File: src/mmbp_pkg.sv
package mmbp_pkg;

	localparam int unsigned MaxBlocksDefault = 65536;

	// register indexes
	localparam logic [2:0] REG_PRED_OP     = 3'd0;
	localparam logic [2:0] REG_PRED_VALUE  = 3'd1;
	localparam logic [2:0] REG_VALUE_TYPE  = 3'd2;
	localparam logic [2:0] REG_BOX_DIMS    = 3'd3;
	localparam logic [2:0] REG_BOX_START_X = 3'd4;
	localparam logic [2:0] REG_BOX_COUNT_X = 3'd5;
	localparam logic [2:0] REG_BOX_START_Y = 3'd6;
	localparam logic [2:0] REG_BOX_COUNT_Y = 3'd7;

	// predicate codes
	localparam logic [2:0] OP_LT = 3'd0;
	localparam logic [2:0] OP_LE = 3'd1;
	localparam logic [2:0] OP_GT = 3'd2;
	localparam logic [2:0] OP_GE = 3'd3;
	localparam logic [2:0] OP_EQ = 3'd4;
	localparam logic [2:0] OP_NE = 3'd5;

	// value types
	localparam logic [1:0] VT_UNSIGNED = 2'd0;
	localparam logic [1:0] VT_SIGNED   = 2'd1;
	localparam logic [1:0] VT_DOUBLE   = 2'd2;

	typedef struct packed {
		logic [2:0]  pred_op;
		logic [63:0] pred_value;
		logic [1:0]  value_type;
		logic [1:0]  box_dims;
		logic [31:0] box_start_x;
		logic [31:0] box_count_x;
		logic [31:0] box_start_y;
		logic [31:0] box_count_y;
	} cfg_t;

	// comparison flags of pred against a statistic
	typedef struct packed {
		logic lt;
		logic eq;
		logic gt;
	} cmp_t;

endpackage

File: src/mmbp_cmp.sv
module mmbp_cmp
	import mmbp_pkg::*;
(
	input  logic [63:0] pred,
	input  logic [63:0] stat,
	input  logic [1:0]  value_type,
	output cmp_t        res
);

	logic a_nan, b_nan, both_zero, a_neg, b_neg, mag_lt, mag_eq;
	logic [63:0] pb, sb;

	assign a_nan = (pred[62:52] == 11'h7FF) && (pred[51:0] != 52'd0);
	assign b_nan = (stat[62:52] == 11'h7FF) && (stat[51:0] != 52'd0);
	assign both_zero = (pred[62:0] == 63'd0) && (stat[62:0] == 63'd0);
	assign a_neg = pred[63];
	assign b_neg = stat[63];
	assign mag_lt = pred[62:0] < stat[62:0];
	assign mag_eq = pred[62:0] == stat[62:0];
	assign pb = pred ^ {1'b1, 63'd0};
	assign sb = stat ^ {1'b1, 63'd0};

	// ordering per value type; unused type and NaN give all false
	always_comb begin
		res = '0;
		case (value_type)
			VT_UNSIGNED: begin
				res.lt = pred < stat;
				res.eq = pred == stat;
				res.gt = pred > stat;
			end
			VT_SIGNED: begin
				res.lt = pb < sb;
				res.eq = pb == sb;
				res.gt = pb > sb;
			end
			VT_DOUBLE: begin
				if (!a_nan && !b_nan) begin
					if (both_zero) begin
						res.eq = 1'b1;
					end else if (a_neg != b_neg) begin
						res.lt = a_neg;
						res.gt = b_neg;
					end else begin
						res.eq = mag_eq;
						res.lt = a_neg ? (!mag_lt && !mag_eq) : mag_lt;
						res.gt = !mag_eq && !res.lt;
					end
				end
			end
			default: res = '0;
		endcase
	end

endmodule

File: src/mmbp_eval.sv
module mmbp_eval
	import mmbp_pkg::*;
(
	input  cfg_t        cfg,
	input  logic [63:0] block_min,
	input  logic [63:0] block_max,
	input  logic [31:0] block_start_x,
	input  logic [31:0] block_count_x,
	input  logic [31:0] block_start_y,
	input  logic [31:0] block_count_y,
	input  logic        in_play,
	output logic        match
);

	cmp_t c_min, c_max;
	logic miss_x, miss_y, box_ok, range_ok;

	mmbp_cmp u_cmp_min (
		.pred(cfg.pred_value), .stat(block_min), .value_type(cfg.value_type), .res(c_min)
	);
	mmbp_cmp u_cmp_max (
		.pred(cfg.pred_value), .stat(block_max), .value_type(cfg.value_type), .res(c_max)
	);

	// box overlap at 33 bits
	assign miss_x = ({1'b0, block_start_x} + {1'b0, block_count_x} <= {1'b0, cfg.box_start_x})
		|| ({1'b0, cfg.box_start_x} + {1'b0, cfg.box_count_x} <= {1'b0, block_start_x});
	assign miss_y = ({1'b0, block_start_y} + {1'b0, block_count_y} <= {1'b0, cfg.box_start_y})
		|| ({1'b0, cfg.box_start_y} + {1'b0, cfg.box_count_y} <= {1'b0, block_start_y});
	assign box_ok = !((cfg.box_dims != 2'd0) && miss_x)
		&& !((cfg.box_dims >= 2'd2) && miss_y);

	// range test
	always_comb begin
		case (cfg.pred_op)
			OP_LT:   range_ok = c_min.gt;
			OP_LE:   range_ok = c_min.gt || c_min.eq;
			OP_GT:   range_ok = c_max.lt;
			OP_GE:   range_ok = c_max.lt || c_max.eq;
			OP_EQ:   range_ok = (c_min.gt || c_min.eq) && (c_max.lt || c_max.eq);
			OP_NE:   range_ok = !(c_min.eq && c_max.eq);
			default: range_ok = 1'b1;
		endcase
	end

	assign match = in_play && box_ok && range_ok;

endmodule

File: src/minmax_block_pruning_filter.sv
// An accepted beat passes the input register, then the result register.
// Throughput: one block per cycle unless m_tready stalls the output, set by
//   the single input register stage and the single result register; the
//   output register frees on take. Reset: arst_n asynchronous active low
//   clears counters, valid flags and all configuration registers to zero.
module minmax_block_pruning_filter
	import mmbp_pkg::*;
#(
	parameter int unsigned MAX_BLOCKS = MaxBlocksDefault
)(
	input  logic         clk,
	input  logic         arst_n,
	input  logic         cfg_valid,
	output logic         cfg_ready,
	input  logic [2:0]   cfg_index,
	input  logic [63:0]  cfg_data,
	input  logic         s_tvalid,
	output logic         s_tready,
	// block_min, block_max, block_start_x, block_count_x, block_start_y,
	// block_count_y, in_play, zero fill
	input  logic [263:0] s_tdata,
	input  logic         s_tlast,
	output logic         m_tvalid,
	input  logic         m_tready,
	// block_match, block_number, match_total, zero fill
	output logic [39:0]  m_tdata,
	output logic         m_tlast
);

	localparam logic [15:0] BlkLimit = (MAX_BLOCKS - 1 > 65535) ? 16'hFFFF
		: 16'(MAX_BLOCKS - 1);

	cfg_t cfg_q;
	logic v_s1, v_s2;
	logic [256:0] d_s1;
	logic last_s1;
	logic match;
	logic [15:0] blk_q;
	logic [16:0] mcnt_q, total;
	logic adv_s2, adv_s1;
	logic match_s2, last_s2;
	logic [15:0] num_s2;
	logic [16:0] tot_s2;

	assign cfg_ready = 1'b1;

	// configuration writes
	always_ff @(posedge clk or negedge arst_n) begin
		if (!arst_n) begin
			cfg_q <= '0;
		end else if (cfg_valid) begin
			case (cfg_index)
				REG_PRED_OP:     cfg_q.pred_op <= cfg_data[2:0];
				REG_PRED_VALUE:  cfg_q.pred_value <= cfg_data;
				REG_VALUE_TYPE:  cfg_q.value_type <= cfg_data[1:0];
				REG_BOX_DIMS:    cfg_q.box_dims <= cfg_data[1:0];
				REG_BOX_START_X: cfg_q.box_start_x <= cfg_data[31:0];
				REG_BOX_COUNT_X: cfg_q.box_count_x <= cfg_data[31:0];
				REG_BOX_START_Y: cfg_q.box_start_y <= cfg_data[31:0];
				REG_BOX_COUNT_Y: cfg_q.box_count_y <= cfg_data[31:0];
				default: ;
			endcase
		end
	end

	assign adv_s2 = !v_s2 || m_tready;
	assign adv_s1 = !v_s1 || adv_s2;
	assign s_tready = adv_s1;

	// input register
	always_ff @(posedge clk or negedge arst_n) begin
		if (!arst_n) begin
			v_s1 <= 1'b0;
		end else if (adv_s1) begin
			v_s1 <= s_tvalid;
		end
	end
	always_ff @(posedge clk) begin
		if (adv_s1 && s_tvalid) begin
			d_s1 <= s_tdata[256:0];
			last_s1 <= s_tlast;
		end
	end

	mmbp_eval u_eval (
		.cfg(cfg_q),
		.block_min(d_s1[63:0]),
		.block_max(d_s1[127:64]),
		.block_start_x(d_s1[159:128]),
		.block_count_x(d_s1[191:160]),
		.block_start_y(d_s1[223:192]),
		.block_count_y(d_s1[255:224]),
		.in_play(d_s1[256]),
		.match(match)
	);

	assign total = (match && mcnt_q != 17'h1FFFF) ? mcnt_q + 17'd1 : mcnt_q;

	// counters and result register
	always_ff @(posedge clk or negedge arst_n) begin
		if (!arst_n) begin
			v_s2 <= 1'b0;
			blk_q <= '0;
			mcnt_q <= '0;
		end else if (adv_s2) begin
			v_s2 <= v_s1;
			if (v_s1) begin
				if (last_s1) begin
					blk_q <= '0;
					mcnt_q <= '0;
				end else begin
					if (blk_q < BlkLimit) blk_q <= blk_q + 16'd1;
					mcnt_q <= total;
				end
			end
		end
	end
	always_ff @(posedge clk) begin
		if (adv_s2 && v_s1) begin
			match_s2 <= match;
			num_s2 <= blk_q;
			tot_s2 <= total;
			last_s2 <= last_s1;
		end
	end

	assign m_tvalid = v_s2;
	assign m_tdata = {6'd0, tot_s2, num_s2, match_s2};
	assign m_tlast = last_s2;

	a_hold: assert property (@(posedge clk) disable iff (!arst_n)
		v_s2 && !m_tready |=> v_s2) else $error("result dropped");
	a_ready: assert property (@(posedge clk) disable iff (!arst_n)
		!v_s1 |-> s_tready) else $error("ready low with empty stage");
	a_lim: assert property (@(posedge clk) disable iff (!arst_n)
		blk_q <= BlkLimit) else $error("block counter past limit");

endmodule
File: config.mk
export PLATFORM = sky130hd
export DESIGN_NAME = minmax_block_pruning_filter
export DESIGN_NICKNAME = d
export VERILOG_FILES = /design/src/mmbp_pkg.sv /design/src/mmbp_cmp.sv /design/src/mmbp_eval.sv /design/src/minmax_block_pruning_filter.sv
export SDC_FILE = /design/constraint.sdc
export NUM_CORES = 1
export LEC_CHECK = 0
export BUFFER_PORTS_ARGS = -buffer_cell sky130_fd_sc_hd__buf_2
export CORE_MARGIN = 2
export CORE_UTILIZATION = 54
export CTS_CLUSTER_DIAMETER = 150
export DETAILED_ROUTE_END_ITERATION = 10
export GPL_ROUTABILITY_DRIVEN = 0
export GPL_TIMING_DRIVEN = 1
export PLACE_DENSITY = 0.88
export SETUP_SLACK_MARGIN = 0.02
export SYNTH_ARGS = -nofsm -noshare
export SYNTH_HDL_FRONTEND = slang
export SYNTH_SLANG_ARGS = --single-unit
File: constraint.sdc
create_clock -name clk -period 7.7 [get_ports clk]
set_clock_uncertainty 0.2 [all_clocks]
set_input_delay 1.155 -clock clk [delete_from_list [all_inputs] [get_ports clk]]
set_output_delay 1.155 -clock clk [all_outputs]
set_load 0.05 [all_outputs]
* Word level (Yosys, flattened, before mapping) *
Index checks and enable logic that the tools add are counted.

storage, ports and cells
  word-level logic and storage cells = 150
  output and inout bits = 44
  bits in registers = 527

cells by class
  muxes and demuxes = 21
  bitwise operators = 3
  add/sub/neg operators = 6
  magnitude comparators = 14
  equality and inequality tests = 26
  reduce and logical (&&, ||, !) cells = 62

operators with widths
  cell                                                 count
  equality test 64 bit                                 4
  > comparator 64 bit                                  4
  zero test 63 bit                                     3
  nonzero test 52 bit                                  3
  adder 32 x 32 -> 33 bit                              4
  less-or-equal comparator 33 x 32 -> 1 bit            4
  < comparator 64 bit                                  2
  equality test 63 bit                                 2
  < comparator 63 bit                                  2
  two-way mux 17 bit                                   2
  equality test 11 bit, second input constant          3
  two-way mux 16 bit                                   2
  logical AND 1 bit                                    21
  equality test 3 bit, second input constant           6
  AND reduction 2 bit                                  9
  adder 17 x 1 -> 17 bit, second input constant        1
  inequality test 17 bit, second input constant        1
  adder 16 x 1 -> 16 bit, second input constant        1
  < comparator 16 bit, second input constant           1
  zero test 1 bit                                      14
  equality test 3 x 2 -> 1 bit, second input constant  4
  two-way mux 1 bit                                    12
  case mux 3 bit (3 select lines)                      1
  equality test 3 x 1 -> 1 bit, second input constant  2
  14 further kinds                                     24

* Depth between registers and ports, before layout *
Gate-level depths: netlist of the first run.

  word-level depth = 17
  depth in mapped cells = 27
  mapped depth without buffers = 25

* Hierarchy *
A second synthesis of the first run with hierarchy kept.

second synthesis, totals
  cell total of the unflattened synthesis = 2983
  area, all modules = 32698.9 µm²

modules (own cells, without submodules)
  module                       cells an instance  sequential area each (µm²)  area each (µm²)  instances
  minmax_block_pruning_filter  990                14654.1                     18581.6          1
  mmbp_eval                    1281               0.0                         9260.1           1
  mmbp_cmp                     356                0.0                         2428.6           2

* Worst setup path before layout of the first run *
OpenSTA, ideal clock, no wires.

  kind = input port to flip-flop
  start point = in m_tready
  end point = reg d_s1[0] (enable)
  required time = 6.849 ns
  arrival time = 7.530 ns
  path slack = -0.681 ns
  library setup time = 0.651 ns
  path buffers = 0
  stages on the path = 2
  path through = nand3b_1 > and2_1

on the way
  word-level cells in the longest chain between the ends = 3

ends and longest elaborated chain
  item                  RTL line                           text
  from (decl)           minmax_block_pruning_filter.sv:24  input logic m_tready,
  logical OR 1 bit      minmax_block_pruning_filter.sv:66  assign adv_s2 = !v_s2 || m_tready;
  logical OR 1 bit      minmax_block_pruning_filter.sv:67  assign adv_s1 = !v_s1 || adv_s2;
  logical AND 1 bit     minmax_block_pruning_filter.sv:79  if (adv_s1 && s_tvalid) begin
  to (signal assigned)  minmax_block_pruning_filter.sv:80  d_s1 <= s_tdata[256:0];
  to (decl)             minmax_block_pruning_filter.sv:35  logic [256:0] d_s1;

No other way between the ends.
A chain may end at the register's enable or synchronous reset.

* Worst setup path in the final report of the first run *
  start point = reg cfg_q[32] (netlist bit)
  end point = reg tot_s2[12], data pin

on the way
  word-level cells in the longest chain between the ends = 10
  elaborated cells on any way between the ends = 11

ends and longest elaborated chain
  item                                       RTL line                            text
  from (decl)                                minmax_block_pruning_filter.sv:33   cfg_t cfg_q;
  adder 32 x 32 -> 33 bit                    mmbp_eval.sv:29                     || ({1'b0, cfg.box_start_y} + {1'b0, cfg.box_count_y} <= {1'b0, block_start_y});
  less-or-equal comparator 33 x 32 -> 1 bit  mmbp_eval.sv:29
  logical OR 1 bit (*)                       mmbp_eval.sv:29
  logical AND 1 bit (*)                      mmbp_eval.sv:31                     && !((cfg.box_dims >= 2'd2) && miss_y);
  zero test 1 bit (*)                        mmbp_eval.sv:31
  logical AND 1 bit (*)                      mmbp_eval.sv:31
  logical AND 1 bit (*) (2 in series)        mmbp_eval.sv:46                     assign match = in_play && box_ok && range_ok;
  logical AND 1 bit (*)                      minmax_block_pruning_filter.sv:97   assign total = (match && mcnt_q != 17'h1FFFF) ? mcnt_q + 17'd1 : mcnt_q;
  two-way mux 17 bit (*)                     minmax_block_pruning_filter.sv:97
  via total[12]                              minmax_block_pruning_filter.sv:39   logic [16:0] mcnt_q, total;
  to (signal assigned)                       minmax_block_pruning_filter.sv:122  tot_s2 <= total;
  to (decl)                                  minmax_block_pruning_filter.sv:43   logic [16:0] tot_s2;

The timed path passes the listed nets; every way through them passes the cells marked *.

==> results.sh, run 1 <==
export IMPL_outcome="complete, no violations"
export IMPL_ios=381
export IMPL_power_total_uw=10220
export IMPL_arrival_ns=7.24
export IMPL_ir_drop_v=0.0002021
export IMPL_place_area_um2=35090
export IMPL_power_density_nw_per_um2=276.2
export IMPL_clock_sinks=527
export IMPL_cts_resized=0
export IMPL_cap_violations=0
export IMPL_layout_cells_most_common="ha_1"
export IMPL_rr_worst_depth=24
export IMPL_fin_ws_ns=0.6110
export IMPL_holdPathStages=0
export IMPL_clock_latency_ns=0.64
export IMPL_setup_viol=0
export IMPL_slew_viol_final=0
export IMPL_use_met1=0.3612
export IMPL_rsz0062_at_grt="false"
export IMPL_fmax_ghz=0.1411
export IMPL_totalNegativeSetupSlack_ns=0
export IMPL_nFillCells=4439
export IMPL_r2r_slack_ns=0.61
export IMPL_grt_max_degree=163
export IMPL_gr_usage_all_layers=0.2756
export IMPL_hold_class="flip-flop to flip-flop"
export IMPL_crit_path_end_kind="flip-flop"
export IMPL_ant_nets=0
export IMPL_synth_edf_count=293
export IMPL_finalCritPeriodShare=0.9207
export IMPL_die_h_um=248.9
export IMPL_portBuffers=366
export IMPL_busiest_layer="met2"
export IMPL_path_class="flip-flop to flip-flop"
export IMPL_hold_end="num_s2[12]"
export IMPL_min_from="blk_q[12]"
export IMPL_final_cell_mix="ha_1 (389), buf_2 (365), inv_1 (305), edfxtp_1 (293), dfrtp_1 (234)"
export IMPL_cts_buffers=55
export IMPL_synth_area_um2=32400
export IMPL_path_clk_slew_ns=0.06
export IMPL_place_ws_ns=0.6475
export IMPL_drive_above_1_share=0.1942
export IMPL_core_um2=59130
export IMPL_crit_fanout=21
export IMPL_postCtsHoldBufs=0
export IMPL_finalHoldViolations=0
export IMPL_dieArea_um2=61970
export IMPL_grt_use_met3=0.04734
export IMPL_die_w_um=248.9
export IMPL_seqCellArea_um2=14650
export IMPL_p_leak_uw=0.01691
export IMPL_yosysUniqueCellTypes=87
export IMPL_avgRoutedWirePerCell_um=20.44
export IMPL_yosys_most_used_dff="edfxtp_1"
export IMPL_cts_tree="built"
export IMPL_worst_pin_slew_ns=1.123
export IMPL_cts_path_max_buffers=3
export IMPL_row_count=89
export IMPL_dr_pass1_iters=5
export IMPL_synth_cells=3024
export IMPL_final_util=0.6260
export IMPL_yosysSeqAreaShare=0.4523
export IMPL_finalWirelength_mm=86.76
export IMPL_htreeDepth=2
export IMPL_crit_path_start_kind="flip-flop"
export IMPL_min_period_ns=7.089
export IMPL_floorplan_initialDensity=0.5479
export IMPL_vias_per_cell=5.966
export IMPL_async_flop_share=0.4440
export IMPL_cts_setup_buffers=0
export IMPL_reg2reg_to="tot_s2[12]"
export IMPL_maxSlewHeadroom=0.2447
export IMPL_drtIter0Drc=2138
export IMPL_cp_required_ns=7.85
export IMPL_drc=0
export IMPL_multiInputGateArea_um2=16380
export IMPL_final_cell_area_um2=37010
export IMPL_area_growth_syn_to_layout_pct=14.25
export IMPL_yosysWarnings=0
export IMPL_cts_root_buf="clkbuf_16"
export IMPL_grt_pass1_wl_mm=134.8
export IMPL_grt_pass1_vias=25152
export IMPL_synth_area_per_cell_um2=10.71
export IMPL_gr_total_overflow=0
export IMPL_ys_ff_latch=527
export IMPL_hpwl_mm=66.51
export IMPL_finalNetCount=4138
export IMPL_reg2reg_from="cfg_q[32]"
export IMPL_antenna_found_initial=20
export IMPL_met2_usage=0.4486
export IMPL_vias=25318
==> report_power, final <==
group          total (µW)  internal (µW)  switching (µW)
clock network        2740           1580            1170
registers            3750           3380             366
logic                3730           1620            2110
total               10200           6590            3640
==> per-stage QoR <==
| step | std cells | hold WS, ns |
|---|---|---|
| final | 4244 | 0.2872 |
| after global routing | 4242 | 0.3113 |
| after CTS | 4228 | 0.2861 |
| after detailed placement | 4124 | 0.2707 |
| after global placement | 4124 | 0.2602 |
| after floorplan | 3029 | 0.2478 |
==> area by class of cell <==
class,instances,area share
Multi-Input combinational cell,2140,0.4425
Antenna cell,16,0.001082
Clock buffer,80,0.04486
Inverter,306,0.03103
Timing Repair Buffer,378,0.05253
Clock inverter,24,0.005983
Sequential cell,527,0.3959
Tap cell,773,0.02613
==> critical path: stages, from the launching register on <==
cell       delay, ns
dfrtp_1         0.41
ha_1            0.22
fa_1            0.44
a211oi_1        0.39
o21ai_1         0.19
and2_1          0.20
o311ai_1        0.37
a21oi_1         0.21
and4_1          0.25
a2111oi_2       0.49
o21ai_0         0.25
a21o_1          0.22
a21oi_1         0.17
xnor2_1         0.09
ha_1            0.29
nand4_1         0.12
nor4_1          0.35
and2_1          0.20
a211o_1         0.12
o22ai_1         0.11
a21oi_1         0.17
and4b_1         0.28
o211a_1         0.64
nand4_1         0.23
xnor2_1         0.20
==> logic make-up (layout without fill, tap and decap cells) <==
logic type,after synthesis,in the layout,share of synthesized area
XOR/XNOR,134,134,0.03623
AO/OA/AOI/OAI,668,668,0.1320
multiplexers,169,169,0.05878
adder cells (fa/ha/maj),393,393,0.1527
flip-flops,527,527,0.4523
buffers and inverters,362,788,0.04329
other,2,23,0.0002318
AND/OR/NAND/NOR,769,769,0.1245
==> per-layer routing <==
metal | part of all wire | routed length, µm
met1 | 0.41 | 35830
met2 | 0.46 | 40110
met3 | 0.079 | 6812
met4 | 0.046 | 3984
met5 | 0.00027 | 23
==> state kept, by name, indices dropped and copies added, names as in the netlist, 16 cells and up <==
register  cells
tot_s2       17
blk_q        16
cfg_q       199
num_s2       16
d_s1        257
mcnt_q       17
==> cell usage after synthesis, types with 10 or more instances <==
cell type / count / area share
o21bai_1: 26 / 0.0060
xor2_1: 38 / 0.010
nand2_1: 153 / 0.018
nor4_1: 70 / 0.014
nand2b_1: 18 / 0.0035
xnor2_1: 96 / 0.026
nand4_1: 84 / 0.016
nor3_1: 48 / 0.0074
a21o_1: 105 / 0.024
nor2_1: 139 / 0.016
nor2b_1: 30 / 0.0058
nand3_1: 103 / 0.016
o21a_1: 21 / 0.0049
o21ai_0: 138 / 0.021
inv_1: 305 / 0.035
clkbuf_1: 43 / 0.0050
dfrtp_1: 234 / 0.18
a21oi_1: 213 / 0.033
o211ai_1: 14 / 0.0032
or2_2: 13 / 0.0025
ha_1: 389 / 0.15
edfxtp_1: 293 / 0.27
a211oi_1: 26 / 0.0060
and2_1: 13 / 0.0025
mux2_2: 166 / 0.058
or3_1: 11 / 0.0021
and4_1: 10 / 0.0027
a31oi_1: 12 / 0.0023
and3_1: 32 / 0.0062
==> worst max-delay path by stage <==
| stage | startpoint | endpoint |
|---|---|---|
| after floorplan | cfg_q[32] | tot_s2[1] |
| after global placement | cfg_q[32] | tot_s2[16] |
| after detailed placement | cfg_q[0] | tot_s2[16] |
| after CTS | cfg_q[32] | tot_s2[16] |
| after global routing | cfg_q[32] | tot_s2[12] |
| final | cfg_q[32] | tot_s2[12] |
Note: power is estimated with default switching activity, not from simulation.
==> run 2, diff against run 1 <==
==> constraint.sdc (replaced) <==
create_clock -name clk -period 6.05 [get_ports clk]
set_clock_uncertainty 0.2 [all_clocks]
set_input_delay 0.9075 -clock clk [delete_from_list [all_inputs] [get_ports clk]]
set_output_delay 0.9075 -clock clk [all_outputs]
set_load 0.05 [all_outputs]
==> run 2 against run 1 <==
  * Flip-flop and latch count unchanged
  * Critical path depth is 5 higher
  * Count of clock-buffer cells in the layout shrank 14
  * Routed wire length is 4.7% higher
  * Fmax rose by 20%
  * Clock power grew 35%
  * Register-to-register slack worse by 0.49 ns
  * Via count rose by 4.5%
  * Hold slack worse by 0.19 ns
  * Combinational power grew 42%
==> results.sh, run 2 (synthesis gave the netlist of run 1 again) <==
export IMPL_die_w_um=248.9
export IMPL_fmax_ghz=0.1688
export IMPL_portBuffers=366
export IMPL_antenna_found_initial=13
export IMPL_cp_required_ns=6.35
export IMPL_floorplan_initialDensity=0.5479
export IMPL_vias_per_cell=6.141
export IMPL_ant_nets=0
export IMPL_rr_worst_depth=29
export IMPL_clock_latency_ns=0.62
export IMPL_row_count=89
export IMPL_crit_fanout=8
export IMPL_crit_path_start_kind="flip-flop"
export IMPL_crit_family="compound AO/OA/AOI/OAI gates"
export IMPL_crit_path_end_kind="flip-flop"
export IMPL_reg_top3="d_s1 (257), cfg_q (199)"
export IMPL_path_clk_slew_ns=0.06
export IMPL_finalCritPeriodShare=0.9793
export IMPL_dr_pass1_iters=10
export IMPL_finalHoldViolations=0
export IMPL_p_leak_uw=0.01735
export IMPL_core_um2=59130
export IMPL_ir_drop_v=0.0002893
export IMPL_dieArea_um2=61970
export IMPL_cp_startpoint="cfg_q[64]"
export IMPL_final_util=0.6430
export IMPL_outcome="complete, no violations"
export IMPL_power_density_nw_per_um2=362.2
export IMPL_crit_cells=29
export IMPL_avgRoutedWirePerCell_um=21.07
export IMPL_critPathMaxStageDelay_ns=0.39
export IMPL_finalWirelength_mm=90.81
export IMPL_critPathMostFrequentCell="buf_4"
export IMPL_area_growth_syn_to_layout_pct=17.36
export IMPL_cap_violations=0
export IMPL_arrival_ns=6.23
export IMPL_drtIter0Drc=2502
export IMPL_grt_pass1_vias=25661
export IMPL_cts_tree="built"
export IMPL_cts_path_max_buffers=3
export IMPL_gr_total_overflow=0
export IMPL_reg2reg_to="mcnt_q[11]"
export IMPL_final_cell_mix="ha_1 (385), buf_2 (365), inv_1 (305), edfxtp_1 (293), dfrtp_1 (234)"
export IMPL_layoutNonFillerInstCount=4310
export IMPL_grt_max_degree=113
export IMPL_top_register="d_s1"
export IMPL_ios=381
export IMPL_crit_slowest_cell="dfrtp_1"
export IMPL_die_h_um=248.9
export IMPL_cts_buffers=56
export IMPL_worstSetupEndpoint="mcnt_q[11]"
export IMPL_clock_sinks=527
export IMPL_dp_cells=4183
export IMPL_fin_ws_ns=0.1254
export IMPL_postCtsHoldBufs=0
export IMPL_r2r_slack_ns=0.13
export IMPL_path_class="flip-flop to flip-flop"
export IMPL_place_ws_ns=-0.3739
export IMPL_gr_usage_all_layers=0.2828
export IMPL_slew_viol_final=0
export IMPL_hold_class="input pin to async pin"
export IMPL_largest_reg_flops=257
export IMPL_drive_above_1_share=0.2270
export IMPL_finalNetCount=4208
export IMPL_maxSlewHeadroom=0.2441
export IMPL_layout_cells_most_common="ha_1"
export IMPL_hpwl_mm=67.64
export IMPL_cts_root_buf="clkbuf_16"
export IMPL_setup_viol=0
export IMPL_grt_pass1_wl_mm=138.5
export IMPL_worst_pin_slew_ns=1.131
export IMPL_reg2reg_from="cfg_q[64]"
export IMPL_htreeDepth=2
export IMPL_crit_buf_inv=4
export IMPL_drc=0
export IMPL_min_period_ns=5.925
export IMPL_vias=26468
run 2: cell count changes in the layout (fill, tap and decap cells not counted), moves of 6 or more:
cell,before,now
o21ai_0,138,125
bufinv_16,2,11
a21oi_2,0,14
nor4_1,70,64
a21oi_1,213,199
o21ai_2,0,7
buf_4,11,75
o21ai_1,2,8
run 2: area by class of cell:
class	count	area, µm²
clock inverters	39	495.5
fillers	4315	21110
repair buffers	447	2521
well taps	773	967.2
multi-input cells	2140	16720
diodes	12	30.03
flip-flops and latches	527	14650
clock buffers	66	1490
inverters	306	1149
run 2: power breakdown:
group,switching (µW),internal (µW)
logic,2920,2350
clock network,1480,2230
registers,474,4310
total,4880,8890
run 2: metrics by stage:
step	total power, µW	setup TNS (ns)	instance area [µm²]	hold WS (ns)
2_1_floorplan	8164	0	32420	0.2478
3_3_place_gp	9378	-3.423	35570	0.2650
3_5_place_dp	9611	-7.886	35570	0.2866
4_1_cts	13460	0	37640	0.1364
5_1_grt	14530	-0.9347	38020	0.1564
6_report	13770	0	38020	0.09592
run 2: metal layers:
metal  track usage  routed length [µm]  part of all wire
met5             0                  11           0.00012
met4        0.1347                4690             0.052
met3       0.04650                7738             0.085
met2        0.4557               41620              0.46
met1        0.3741               36750              0.40
run 2: how the worst min path moves through the flow:
| stage | from | endpoint | slack (ns) |
|---|---|---|---|
| 6_report | arst_n | cfg_q[64] | 0.1 |
| 5_1_grt | arst_n | cfg_q[65] | 0.16 |
| 2_1_floorplan | blk_q[12] | num_s2[12] | 0.25 |
| 3_5_place_dp | blk_q[6] | num_s2[6] | 0.29 |
| 4_1_cts | arst_n | cfg_q[64] | 0.14 |
| 3_3_place_gp | v_s1 | m_tvalid | 0.26 |
run 2: timing repair:
item                       4_1_cts  5_1_grt
buffers inserted                 0        9
gates cloned                     0        1
setup endpoints to repair       35       35
gates resized for setup         22       66
pin swaps                        3       44
